`src/isu_pkg.sv`:
```
package isu_pkg;

  localparam int TIME_BITS = 48;
  localparam int FRAC_BITS = 16;
  localparam int AXIS_BITS = 32;
  localparam int NUM_AXES  = 3;
  localparam int Q_DEPTH   = 2;

  localparam int DIV_CNT_W = $clog2(FRAC_BITS);
  localparam int AXIS_IDX_W = $clog2(NUM_AXES);
  localparam int Q_PTR_W   = $clog2(Q_DEPTH);
  localparam int Q_CNT_W   = $clog2(Q_DEPTH + 1);

  // diff (AXIS_BITS+1) times signed factor (FRAC_BITS+2)
  localparam int PROD_W = AXIS_BITS + FRAC_BITS + 3;
  localparam int SUM_W  = PROD_W + 1;

  localparam logic SENSOR_GYRO  = 1'b0;
  localparam logic SENSOR_ACCEL = 1'b1;

  localparam logic [1:0] FILL_FULL = 2'd2;

  typedef logic [TIME_BITS-1:0] time_t;
  typedef logic [AXIS_BITS-1:0] axis_t;
  typedef axis_t [NUM_AXES-1:0] vec_t;
  typedef logic [FRAC_BITS:0]   frac_t;

  localparam frac_t FRAC_ONE = frac_t'(1) << FRAC_BITS;

  typedef struct packed {
    logic  accel_slow;
    time_t t_old;
    time_t t_new;
    time_t t_fast;
    vec_t  old_v;
    vec_t  new_v;
    vec_t  fast_v;
  } job_t;

  typedef struct packed {
    logic full;
    logic empty;
  } q_status_t;

  typedef struct packed {
    logic busy;
    logic finish;
  } bk_status_t;

  typedef enum logic [2:0] {
    BK_IDLE,
    BK_CHECK,
    BK_DIV,
    BK_MUL,
    BK_ACC,
    BK_DONE
  } bk_state_t;

endpackage

```
`src/isu_if.sv`:
```
interface isu_in_if;
  import isu_pkg::*;

  logic                        valid;
  logic                        ready;
  logic                        sensor_id;
  logic        [TIME_BITS-1:0] sample_time;
  logic signed [AXIS_BITS-1:0] axis_x;
  logic signed [AXIS_BITS-1:0] axis_y;
  logic signed [AXIS_BITS-1:0] axis_z;

  modport source (output valid, sensor_id, sample_time, axis_x, axis_y, axis_z,
                  input ready);
  modport sink (input valid, sensor_id, sample_time, axis_x, axis_y, axis_z,
                output ready);
endinterface

interface isu_out_if;
  import isu_pkg::*;

  logic                        valid;
  logic                        ready;
  logic signed [AXIS_BITS-1:0] gyro_x;
  logic signed [AXIS_BITS-1:0] gyro_y;
  logic signed [AXIS_BITS-1:0] gyro_z;
  logic signed [AXIS_BITS-1:0] accel_x;
  logic signed [AXIS_BITS-1:0] accel_y;
  logic signed [AXIS_BITS-1:0] accel_z;
  logic        [TIME_BITS-1:0] aligned_time;

  modport source (output valid, gyro_x, gyro_y, gyro_z, accel_x, accel_y, accel_z,
                  aligned_time, input ready);
  modport sink (input valid, gyro_x, gyro_y, gyro_z, accel_x, accel_y, accel_z,
                aligned_time, output ready);
endinterface

```
`src/isu_queue.sv`:
```
module isu_queue (
  input  logic                clk,
  input  logic                rst_n,
  input  logic                push,
  input  isu_pkg::job_t       push_job,
  input  logic                pop,
  output isu_pkg::job_t       pop_job,
  output isu_pkg::q_status_t  q_st
);
  import isu_pkg::*;

  job_t                 entry_r [Q_DEPTH];
  logic [Q_PTR_W-1:0]   wr_ptr_r;
  logic [Q_PTR_W-1:0]   rd_ptr_r;
  logic [Q_CNT_W-1:0]   count_r;

  assign pop_job  = entry_r[rd_ptr_r];
  assign q_st.full  = (count_r == Q_CNT_W'(Q_DEPTH));
  assign q_st.empty = (count_r == '0);

  always_ff @(posedge clk) begin
    if (!rst_n) begin
      wr_ptr_r <= '0;
      rd_ptr_r <= '0;
      count_r  <= '0;
    end else begin
      if (push) begin
        wr_ptr_r <= (wr_ptr_r == Q_PTR_W'(Q_DEPTH - 1)) ? '0 : wr_ptr_r + 1'b1;
      end
      if (pop) begin
        rd_ptr_r <= (rd_ptr_r == Q_PTR_W'(Q_DEPTH - 1)) ? '0 : rd_ptr_r + 1'b1;
      end
      if (push && !pop) begin
        count_r <= count_r + 1'b1;
      end else if (pop && !push) begin
        count_r <= count_r - 1'b1;
      end
    end
  end

  always_ff @(posedge clk) begin
    if (push) begin
      entry_r[wr_ptr_r] <= push_job;
    end
  end

endmodule

```
`src/isu_front.sv`:
```
module isu_front (
  input  logic               clk,
  input  logic               rst_n,
  isu_in_if.sink             in_ch,
  input  logic               cfg_we,
  input  logic               cfg_wdata,
  input  isu_pkg::q_status_t q_st,
  output logic               push,
  output isu_pkg::job_t      push_job
);
  import isu_pkg::*;

  logic       accel_slow_r;
  logic [1:0] fill_r [2];
  time_t      time_r [2][2];   // [sensor][slot], slot 0 old, 1 recent
  vec_t       vec_r  [2][2];

  logic       accept;
  logic       is_slow;
  vec_t       in_vec;
  time_t      slow_recent_t;
  time_t      fast_recent_t;
  vec_t       slow_recent_v;
  vec_t       fast_recent_v;
  logic [1:0] slow_fill;
  logic [1:0] fast_fill;
  logic       hist_ok;
  logic       in_window;

  assign in_ch.ready = !q_st.full;
  assign accept      = in_ch.valid && in_ch.ready;
  assign in_vec      = {in_ch.axis_z, in_ch.axis_y, in_ch.axis_x};

  assign is_slow = (in_ch.sensor_id == (accel_slow_r ? SENSOR_ACCEL : SENSOR_GYRO));

  assign slow_recent_t = accel_slow_r ? time_r[SENSOR_ACCEL][1] : time_r[SENSOR_GYRO][1];
  assign fast_recent_t = accel_slow_r ? time_r[SENSOR_GYRO][1]  : time_r[SENSOR_ACCEL][1];
  assign slow_recent_v = accel_slow_r ? vec_r[SENSOR_ACCEL][1]  : vec_r[SENSOR_GYRO][1];
  assign fast_recent_v = accel_slow_r ? vec_r[SENSOR_GYRO][1]   : vec_r[SENSOR_ACCEL][1];
  assign slow_fill     = accel_slow_r ? fill_r[SENSOR_ACCEL]    : fill_r[SENSOR_GYRO];
  assign fast_fill     = accel_slow_r ? fill_r[SENSOR_GYRO]     : fill_r[SENSOR_ACCEL];

  // slow history is full once this sample lands if it already held one
  assign hist_ok   = (slow_fill != 2'd0) && (fast_fill == FILL_FULL);
  assign in_window = (fast_recent_t >= slow_recent_t) && (fast_recent_t <= in_ch.sample_time);

  assign push = accept && is_slow && hist_ok && in_window;

  always_comb begin
    push_job.accel_slow = accel_slow_r;
    push_job.t_old      = slow_recent_t;
    push_job.t_new      = in_ch.sample_time;
    push_job.t_fast     = fast_recent_t;
    push_job.old_v      = slow_recent_v;
    push_job.new_v      = in_vec;
    push_job.fast_v     = fast_recent_v;
  end

  always_ff @(posedge clk) begin
    if (!rst_n) begin
      accel_slow_r <= 1'b1;
      fill_r[0]    <= '0;
      fill_r[1]    <= '0;
    end else begin
      if (cfg_we) begin
        accel_slow_r <= cfg_wdata;
      end
      for (int k = 0; k < 2; k++) begin
        if (accept && (in_ch.sensor_id == 1'(k)) && (fill_r[k] != FILL_FULL)) begin
          fill_r[k] <= fill_r[k] + 2'd1;
        end
      end
    end
  end

  always_ff @(posedge clk) begin
    for (int k = 0; k < 2; k++) begin
      if (accept && (in_ch.sensor_id == 1'(k))) begin
        time_r[k][0] <= time_r[k][1];
        time_r[k][1] <= in_ch.sample_time;
        vec_r[k][0]  <= vec_r[k][1];
        vec_r[k][1]  <= in_vec;
      end
    end
  end

endmodule

```
`src/isu_back.sv`:
```
module isu_back (
  input  logic                clk,
  input  logic                rst_n,
  input  isu_pkg::q_status_t  q_st,
  input  isu_pkg::job_t       pop_job,
  output logic                pop,
  isu_out_if.source           out_ch,
  output isu_pkg::bk_status_t bk_st
);
  import isu_pkg::*;

  localparam logic signed [SUM_W-1:0] ROUND_HALF = SUM_W'(1) << (FRAC_BITS - 1);

  bk_state_t               state_r;
  bk_state_t               state_nxt;
  job_t                    job_r;
  time_t                   num_r;
  time_t                   den_r;
  logic [TIME_BITS:0]      rem_r;
  frac_t                   quo_r;
  logic [DIV_CNT_W-1:0]    cnt_r;
  logic [AXIS_IDX_W-1:0]   idx_r;
  logic signed [PROD_W-1:0] prod_r;
  vec_t                    res_r;
  logic                    out_valid_r;
  vec_t                    out_gyro_r;
  vec_t                    out_accel_r;
  time_t                   out_time_r;

  logic                    out_free;
  logic                    out_load;
  logic [TIME_BITS:0]      rem_shift;
  logic                    sub_ok;
  axis_t                   old_a;
  axis_t                   new_a;
  logic signed [AXIS_BITS:0]  diff_w;
  logic signed [FRAC_BITS+1:0] fac_w;
  logic signed [PROD_W-1:0]   mul_w;
  logic signed [SUM_W-1:0]    base_w;
  logic signed [SUM_W-1:0]    sum_w;
  logic signed [SUM_W-1:0]    shr_w;

  assign out_free = !out_valid_r || out_ch.ready;

  always_comb begin
    state_nxt = state_r;
    case (state_r)
      BK_IDLE:  if (!q_st.empty) state_nxt = BK_CHECK;
      BK_CHECK: state_nxt = (num_r >= den_r) ? BK_MUL : BK_DIV;
      BK_DIV:   if (cnt_r == DIV_CNT_W'(FRAC_BITS - 1)) state_nxt = BK_MUL;
      BK_MUL:   state_nxt = BK_ACC;
      BK_ACC:   state_nxt = (idx_r == AXIS_IDX_W'(NUM_AXES - 1)) ? BK_DONE : BK_MUL;
      BK_DONE:  if (out_free) state_nxt = BK_IDLE;
      default:  state_nxt = BK_IDLE;
    endcase
  end

  always_comb begin
    pop          = 1'b0;
    out_load     = 1'b0;
    case (state_r)
      BK_IDLE: pop      = !q_st.empty;
      BK_DONE: out_load = out_free;
      default: begin
        pop      = 1'b0;
        out_load = 1'b0;
      end
    endcase
    bk_st.busy   = (state_r != BK_IDLE);
    bk_st.finish = out_load;
  end

  // restoring divide step, remainder stays below den
  assign rem_shift = {rem_r[TIME_BITS-1:0], 1'b0};
  assign sub_ok    = (rem_shift >= {1'b0, den_r});

  // axis = (old * 2^F + (new - old) * f + half) >>> F
  assign old_a  = job_r.old_v[idx_r];
  assign new_a  = job_r.new_v[idx_r];
  assign diff_w = $signed({new_a[AXIS_BITS-1], new_a}) - $signed({old_a[AXIS_BITS-1], old_a});
  assign fac_w  = $signed({1'b0, quo_r});
  assign mul_w  = diff_w * fac_w;
  assign base_w = $signed({{(SUM_W - AXIS_BITS - FRAC_BITS){old_a[AXIS_BITS-1]}},
                           old_a, {FRAC_BITS{1'b0}}});
  assign sum_w  = base_w + $signed({prod_r[PROD_W-1], prod_r}) + ROUND_HALF;
  assign shr_w  = sum_w >>> FRAC_BITS;

  always_ff @(posedge clk) begin
    if (!rst_n) begin
      state_r     <= BK_IDLE;
      out_valid_r <= 1'b0;
    end else begin
      state_r <= state_nxt;
      if (out_load) begin
        out_valid_r <= 1'b1;
      end else if (out_ch.ready) begin
        out_valid_r <= 1'b0;
      end
    end
  end

  always_ff @(posedge clk) begin
    if (pop) begin
      job_r <= pop_job;
      num_r <= pop_job.t_fast - pop_job.t_old;
      den_r <= pop_job.t_new - pop_job.t_old;
    end
    case (state_r)
      BK_CHECK: begin
        rem_r <= {1'b0, num_r};
        quo_r <= (num_r >= den_r) ? FRAC_ONE : '0;
        cnt_r <= '0;
        idx_r <= '0;
      end
      BK_DIV: begin
        rem_r <= sub_ok ? (rem_shift - {1'b0, den_r}) : rem_shift;
        quo_r <= {quo_r[FRAC_BITS-1:0], sub_ok};
        cnt_r <= cnt_r + 1'b1;
      end
      BK_MUL: begin
        prod_r <= mul_w;
      end
      BK_ACC: begin
        res_r[idx_r] <= shr_w[AXIS_BITS-1:0];
        idx_r        <= idx_r + 1'b1;
      end
      default: begin
      end
    endcase
    if (out_load) begin
      out_gyro_r  <= job_r.accel_slow ? job_r.fast_v : res_r;
      out_accel_r <= job_r.accel_slow ? res_r : job_r.fast_v;
      out_time_r  <= job_r.t_fast;
    end
  end

  assign out_ch.valid        = out_valid_r;
  assign out_ch.gyro_x       = out_gyro_r[0];
  assign out_ch.gyro_y       = out_gyro_r[1];
  assign out_ch.gyro_z       = out_gyro_r[2];
  assign out_ch.accel_x      = out_accel_r[0];
  assign out_ch.accel_y      = out_accel_r[1];
  assign out_ch.accel_z      = out_accel_r[2];
  assign out_ch.aligned_time = out_time_r;

endmodule

```
`src/imu_stream_interpolating_sync_unit.sv`:
```
// channel   dir   handshake          payload
// in_ch     in    valid/ready        sensor_id, sample_time, axis_x/y/z
// out_ch    out   valid/ready        gyro_x/y/z, accel_x/y/z, aligned_time
// cfg       in    cfg_we (no ready)  cfg_wdata = accel_is_slow
//
// Every sample is accepted whenever the two-entry job queue has room.
// A slow-sensor sample that qualifies takes the back end through these steps
// in order: take the job, check it, 16 steps of the serial divider (skipped
// when the fast timestamp equals the new slow one), one multiply and one add
// per axis, then load the result register.
// rst_n is synchronous: histories empty, accel_is_slow = 1, queue and output
// cleared. The result register lets the back end compute the next job while
// out_ch stalls, but not load it; input stalls only when the queue is full.
module imu_stream_interpolating_sync_unit (
  input  logic       clk,
  input  logic       rst_n,
  isu_in_if.sink     in_ch,
  isu_out_if.source  out_ch,
  input  logic       cfg_we,
  input  logic       cfg_wdata
);
  import isu_pkg::*;

  logic       push;
  job_t       push_job;
  logic       pop;
  job_t       pop_job;
  q_status_t  q_st;
  bk_status_t bk_st;

  isu_front u_front (
    .clk      (clk),
    .rst_n    (rst_n),
    .in_ch    (in_ch),
    .cfg_we   (cfg_we),
    .cfg_wdata(cfg_wdata),
    .q_st     (q_st),
    .push     (push),
    .push_job (push_job)
  );

  isu_queue u_queue (
    .clk     (clk),
    .rst_n   (rst_n),
    .push    (push),
    .push_job(push_job),
    .pop     (pop),
    .pop_job (pop_job),
    .q_st    (q_st)
  );

  isu_back u_back (
    .clk    (clk),
    .rst_n  (rst_n),
    .q_st   (q_st),
    .pop_job(pop_job),
    .pop    (pop),
    .out_ch (out_ch),
    .bk_st  (bk_st)
  );

`ifndef NO_ASSERTIONS
  a_queue_no_overflow: assert property (@(posedge clk) disable iff (!rst_n)
    push |-> !q_st.full)
    else $error("job pushed into full queue");

  a_queue_no_underflow: assert property (@(posedge clk) disable iff (!rst_n)
    pop |-> !q_st.empty)
    else $error("job popped from empty queue");

  a_out_from_back: assert property (@(posedge clk) disable iff (!rst_n)
    $rose(out_ch.valid) |-> $past(bk_st.finish))
    else $error("result appeared without a finished job");

  a_pop_starts_job: assert property (@(posedge clk) disable iff (!rst_n)
    pop |=> bk_st.busy)
    else $error("back end idle after taking a job");
`endif

endmodule
```
`src/flat_wrapper.sv`:
```
// flat-port wrapper written by rule: the top's interface ports become plain ports
module imu_stream_interpolating_sync_unit_flat import isu_pkg::*;
  (clk, rst_n, cfg_we, cfg_wdata, in_ch_valid, in_ch_sensor_id, in_ch_sample_time, in_ch_axis_x, in_ch_axis_y, in_ch_axis_z, in_ch_ready, out_ch_valid, out_ch_gyro_x, out_ch_gyro_y, out_ch_gyro_z, out_ch_accel_x, out_ch_accel_y, out_ch_accel_z, out_ch_aligned_time, out_ch_ready);
  isu_in_if in_ch_i ();
  isu_out_if out_ch_i ();
  input  logic clk;
  input  logic rst_n;
  input  logic cfg_we;
  input  logic cfg_wdata;
  input wire logic [$bits(in_ch_i.valid)-1:0] in_ch_valid;
  input wire logic [$bits(in_ch_i.sensor_id)-1:0] in_ch_sensor_id;
  input wire logic [$bits(in_ch_i.sample_time)-1:0] in_ch_sample_time;
  input wire logic [$bits(in_ch_i.axis_x)-1:0] in_ch_axis_x;
  input wire logic [$bits(in_ch_i.axis_y)-1:0] in_ch_axis_y;
  input wire logic [$bits(in_ch_i.axis_z)-1:0] in_ch_axis_z;
  output wire logic [$bits(in_ch_i.ready)-1:0] in_ch_ready;
  output wire logic [$bits(out_ch_i.valid)-1:0] out_ch_valid;
  output wire logic [$bits(out_ch_i.gyro_x)-1:0] out_ch_gyro_x;
  output wire logic [$bits(out_ch_i.gyro_y)-1:0] out_ch_gyro_y;
  output wire logic [$bits(out_ch_i.gyro_z)-1:0] out_ch_gyro_z;
  output wire logic [$bits(out_ch_i.accel_x)-1:0] out_ch_accel_x;
  output wire logic [$bits(out_ch_i.accel_y)-1:0] out_ch_accel_y;
  output wire logic [$bits(out_ch_i.accel_z)-1:0] out_ch_accel_z;
  output wire logic [$bits(out_ch_i.aligned_time)-1:0] out_ch_aligned_time;
  input wire logic [$bits(out_ch_i.ready)-1:0] out_ch_ready;
  assign in_ch_i.valid = in_ch_valid;
  assign in_ch_i.sensor_id = in_ch_sensor_id;
  assign in_ch_i.sample_time = in_ch_sample_time;
  assign in_ch_i.axis_x = in_ch_axis_x;
  assign in_ch_i.axis_y = in_ch_axis_y;
  assign in_ch_i.axis_z = in_ch_axis_z;
  assign in_ch_ready = in_ch_i.ready;
  assign out_ch_valid = out_ch_i.valid;
  assign out_ch_gyro_x = out_ch_i.gyro_x;
  assign out_ch_gyro_y = out_ch_i.gyro_y;
  assign out_ch_gyro_z = out_ch_i.gyro_z;
  assign out_ch_accel_x = out_ch_i.accel_x;
  assign out_ch_accel_y = out_ch_i.accel_y;
  assign out_ch_accel_z = out_ch_i.accel_z;
  assign out_ch_aligned_time = out_ch_i.aligned_time;
  assign out_ch_i.ready = out_ch_ready;
  imu_stream_interpolating_sync_unit u_core (.clk(clk), .rst_n(rst_n), .in_ch(in_ch_i), .out_ch(out_ch_i), .cfg_we(cfg_we), .cfg_wdata(cfg_wdata));
endmodule
```
`config.mk`:
```
export PLATFORM = sky130hd
export DESIGN_NAME = imu_stream_interpolating_sync_unit_flat
export DESIGN_NICKNAME = d
export VERILOG_FILES = /design/src/isu_pkg.sv /design/src/isu_if.sv /design/src/isu_queue.sv /design/src/isu_front.sv /design/src/isu_back.sv /design/src/imu_stream_interpolating_sync_unit.sv /design/src/flat_wrapper.sv
export SDC_FILE = /design/constraint.sdc
export NUM_CORES = 2
export LEC_CHECK = 0
export ABC_CLOCK_PERIOD_IN_PS = 40600
export BUFFER_PORTS_ARGS = -buffer_cell sky130_fd_sc_hd__buf_2
export CAP_MARGIN = 15
export CORE_MARGIN = 4
export CORE_UTILIZATION = 40
export CTS_BUF_LIST = sky130_fd_sc_hd__clkbuf_8
export DETAILED_ROUTE_END_ITERATION = 10
export HOLD_SLACK_MARGIN = 0.1
export PLACE_DENSITY = 0.54
export SETUP_SLACK_MARGIN = 0.4
export SLEW_MARGIN = 30
export SYNTH_ARGS = -nofsm -noshare
export SYNTH_HDL_FRONTEND = slang
export SYNTH_HIERARCHICAL = 1
export SYNTH_SLANG_ARGS = --single-unit
```
`constraint.sdc`:
```
create_clock -name clk -period 40.6 [get_ports clk]
set_clock_uncertainty 0.05 [all_clocks]
set_input_delay 8.12 -clock clk [delete_from_list [all_inputs] [get_ports clk]]
set_output_delay 8.12 -clock clk [all_outputs]
set_load 0.03 [all_outputs]
```
==> results.sh <==
export IMPL_antenna_found_initial=55
export IMPL_pre_cts_slack_ns=25.22
export IMPL_viasPerCell=5.11
export IMPL_finalWorstSetupSlack_ns=26.36
export IMPL_rrSetupSlack_ns=28.75
export IMPL_fin_crit_ns=14.24
export IMPL_clk_latency_ns=0.97
export IMPL_wl_met1_um=119000
export IMPL_cp_num_buf_inv=6
export IMPL_nets=9439
export IMPL_critPathLaunchType="primary input"
export IMPL_dieArea_sq_um=281000
export IMPL_h_tree_depth=5
export IMPL_gp_congestion=0.873
export IMPL_synthToLayoutAreaGrowth_pct=10.7
export IMPL_cp_common_cell="buf_4"
export IMPL_reg2reg_from="u_core/u_back/idx_r[1]$_SDFFCE_PN0P_"
export IMPL_synth_cells=7853
export IMPL_route_detailed_drc=0
export IMPL_fin_setup_tns_ns=0
export IMPL_port_buffers=392
export IMPL_hpwl_um=193000
export IMPL_cts_tree="done"
export IMPL_die_y_um=530
export IMPL_critical_path_max_stage_delay_ns=0.86
export IMPL_drt_initial_drc_count=3535
export IMPL_routed_top_layer="met5"
export IMPL_clockRootBuffer="clkbuf_8"
export IMPL_syn_avg_cell_area_sq_um=13.9
export IMPL_syn_num_nets=8989
export IMPL_wl_per_cell_um=22.6
export IMPL_finalSetupViolations=0
export IMPL_worstSetupEndpointType="register"
export IMPL_reg2reg_to="u_core/u_back/prod_r[47]$_DFFE_PP_"
export IMPL_worstHoldStart="u_core/u_back/job_r[294]$_DFFE_PP_"
export IMPL_fmax_mhz=70.2
export IMPL_ant_nets=0
export IMPL_path_cells="buf_2 -> inv_1 -> ha_1 -> nand4_1 -> nor4_1 -> nand3_1 -> mux2i_1 -> a31oi_1 -> a2111oi_2 -> nor2b_4 -> buf_4 -> buf_4 -> buf_4 -> buf_4"
export IMPL_io_pins=393
export IMPL_grt_overflow=0
export IMPL_min_to="u_core/u_back/out_ch.aligned_time[6]$_DFFE_PP_"
export IMPL_drt_total_wl_um=275000
export IMPL_worst_pin_slew_ns=1.14
export IMPL_crit_arrival_ns=14.75
export IMPL_fin_cells=12100
export IMPL_post_route_period_util_pct=35.1
export IMPL_finalMaxSlewViolations=0
export IMPL_status="complete, no violations"
export IMPL_max_slew_margin_pct=23.8
export IMPL_fp_row_count=191
export IMPL_hp_class="reg -> reg"
export IMPL_vias=62100
export IMPL_clk_pin_slew_ns=0.05
export IMPL_utilization_pct=44.5
export IMPL_track_usage_pct=19.4
export IMPL_critPathMaxFanout=57
export IMPL_grt_start_max_net_pins=179
export IMPL_ctsHoldBuffers=0
export IMPL_drive_gt1_share_pct=22.0
export IMPL_hold_depth=0
export IMPL_initial_core_util_pct=40.2
export IMPL_maxCapViolations=0
export IMPL_syn_cell_area_sq_um=109000
export IMPL_cts_sinks=2041
export IMPL_dr_wl_met2_um=134000
export IMPL_dr_pass1_iters=6
export IMPL_core_area_sq_um=271000
export IMPL_required_ns=41.11
export IMPL_crit_type="in -> reg"
export IMPL_post_cts_buffers=0
export IMPL_wl_met3_um=12500
export IMPL_rsz0062_at_grt="no"
export IMPL_first_global_vias=66000
export IMPL_grt_pass1_wl_um=413000
export IMPL_hold_viol_final=0
export IMPL_crit_slowest_cell="nor4_1"
export IMPL_cts_buffers_inserted=353
export IMPL_placed_cells=11500
export IMPL_r2r_cells=38
export IMPL_cts_resized=0
export IMPL_yosys_warnings=6
export IMPL_clock_path_buffers=4
export IMPL_die_x_um=530
export IMPL_critical_path_top_delay_family="buffers and inverters"
[sequential cells by signal (all words and copies together), names as in the netlist, 48 cells and up, named ones only]
name	flops
u_core/u_queue/entry_r	866
u_core/u_back/rem_r	48
u_core/u_back/job_r	337
u_core/u_back/den_r	48
u_core/u_back/out_ch.aligned_time	48
u_core/u_front/time_r	96
u_core/u_front/vec_r	192
u_core/u_back/res_r	96
u_core/u_back/num_r	48
[worst max-delay path by stage]
stage,end,cells after the start,startpoint,slack [ns]
3_3_place_gp,u_core/u_queue/entry_r[0][176]$_DFFE_PP_,15,in_ch_sample_time[19],24.97
2_1_floorplan,u_core/u_queue/wr_ptr_r$_SDFFE_PN0P_,6,in_ch_sensor_id,8.13
4_1_cts,u_core/u_queue/entry_r[0][245]$_DFFE_PP_,15,in_ch_sample_time[19],26.25
6_report,u_core/u_queue/entry_r[0][175]$_DFFE_PP_,14,in_ch_sample_time[30],26.36
5_1_grt,u_core/u_queue/entry_r[0][245]$_DFFE_PP_,14,in_ch_sample_time[30],25.86
3_5_place_dp,u_core/u_queue/entry_r[0][81]$_DFFE_PP_,15,in_ch_sample_time[19],25.22
[routing by layer]
| metal | track usage (%) | vias to the layer above |
|---|---|---|
| li1 | - | 28600 |
| met1 | 25.6 | 31500 |
| met2 | 32.9 | 1497 |
| met3 | 2.81 | 489 |
| met4 | 6.28 | 14 |
| met5 | 0 | - |
[worst register-to-register path: cells and delay by family (launching register included)]
kind,cells,cell delay (ns)
fa+ha+maj,9,3.96
compound gates,13,3.43
simple gates,6,1.57
buf+inv,7,1.33
xor+xnor,3,0.93
flops,1,0.33
[cell usage in the layout, fill, tap and decap left out, types with 20 or more instances in the layout]
cell,instances
buf_4,96
o211ai_1,20
clkinv_1,79
o21ai_0,138
nor3_1,41
a21oi_1,288
nand4_1,58
buf_2,392
xnor2_2,21
nand3_1,84
a31oi_1,32
nor2_1,169
inv_1,1032
and2_1,296
o21ai_1,70
o21bai_1,21
clkinv_2,29
edfxtp_1,2031
nand2b_1,33
ha_1,466
clkbuf_8,357
a21o_1,178
mux2_2,865
xnor2_1,138
xor2_1,67
o21a_1,43
nor2b_1,54
mux2i_1,147
fa_1,519
and3_1,36
nand2_1,482
[through the flow]
stage / instance area [sq um] / hold WS (ns)
floorplan: 109000 / 0.350
global placement: 114000 / 0.351
detailed placement: 114000 / 0.355
CTS: 121000 / 0.322
global route: 121000 / 0.334
finish: 121000 / 0.328
[area by class of cell]
| class | instances | area (sq um) |
|---|---|---|
| fill | 24500 | 150000 |
| sequential | 2041 | 61200 |
| multi-input combinational | 4488 | 42500 |
| clock buffer | 357 | 4910 |
| tap | 3570 | 4470 |
| inverter | 917 | 3460 |
| timing repair buffer | 502 | 2930 |
| clock inverter | 257 | 1320 |
| antenna | 16 | 40.0 |
Power is not shown: default switching activity piles up to over one toggle a cycle in this logic, so the estimate is an artifact.
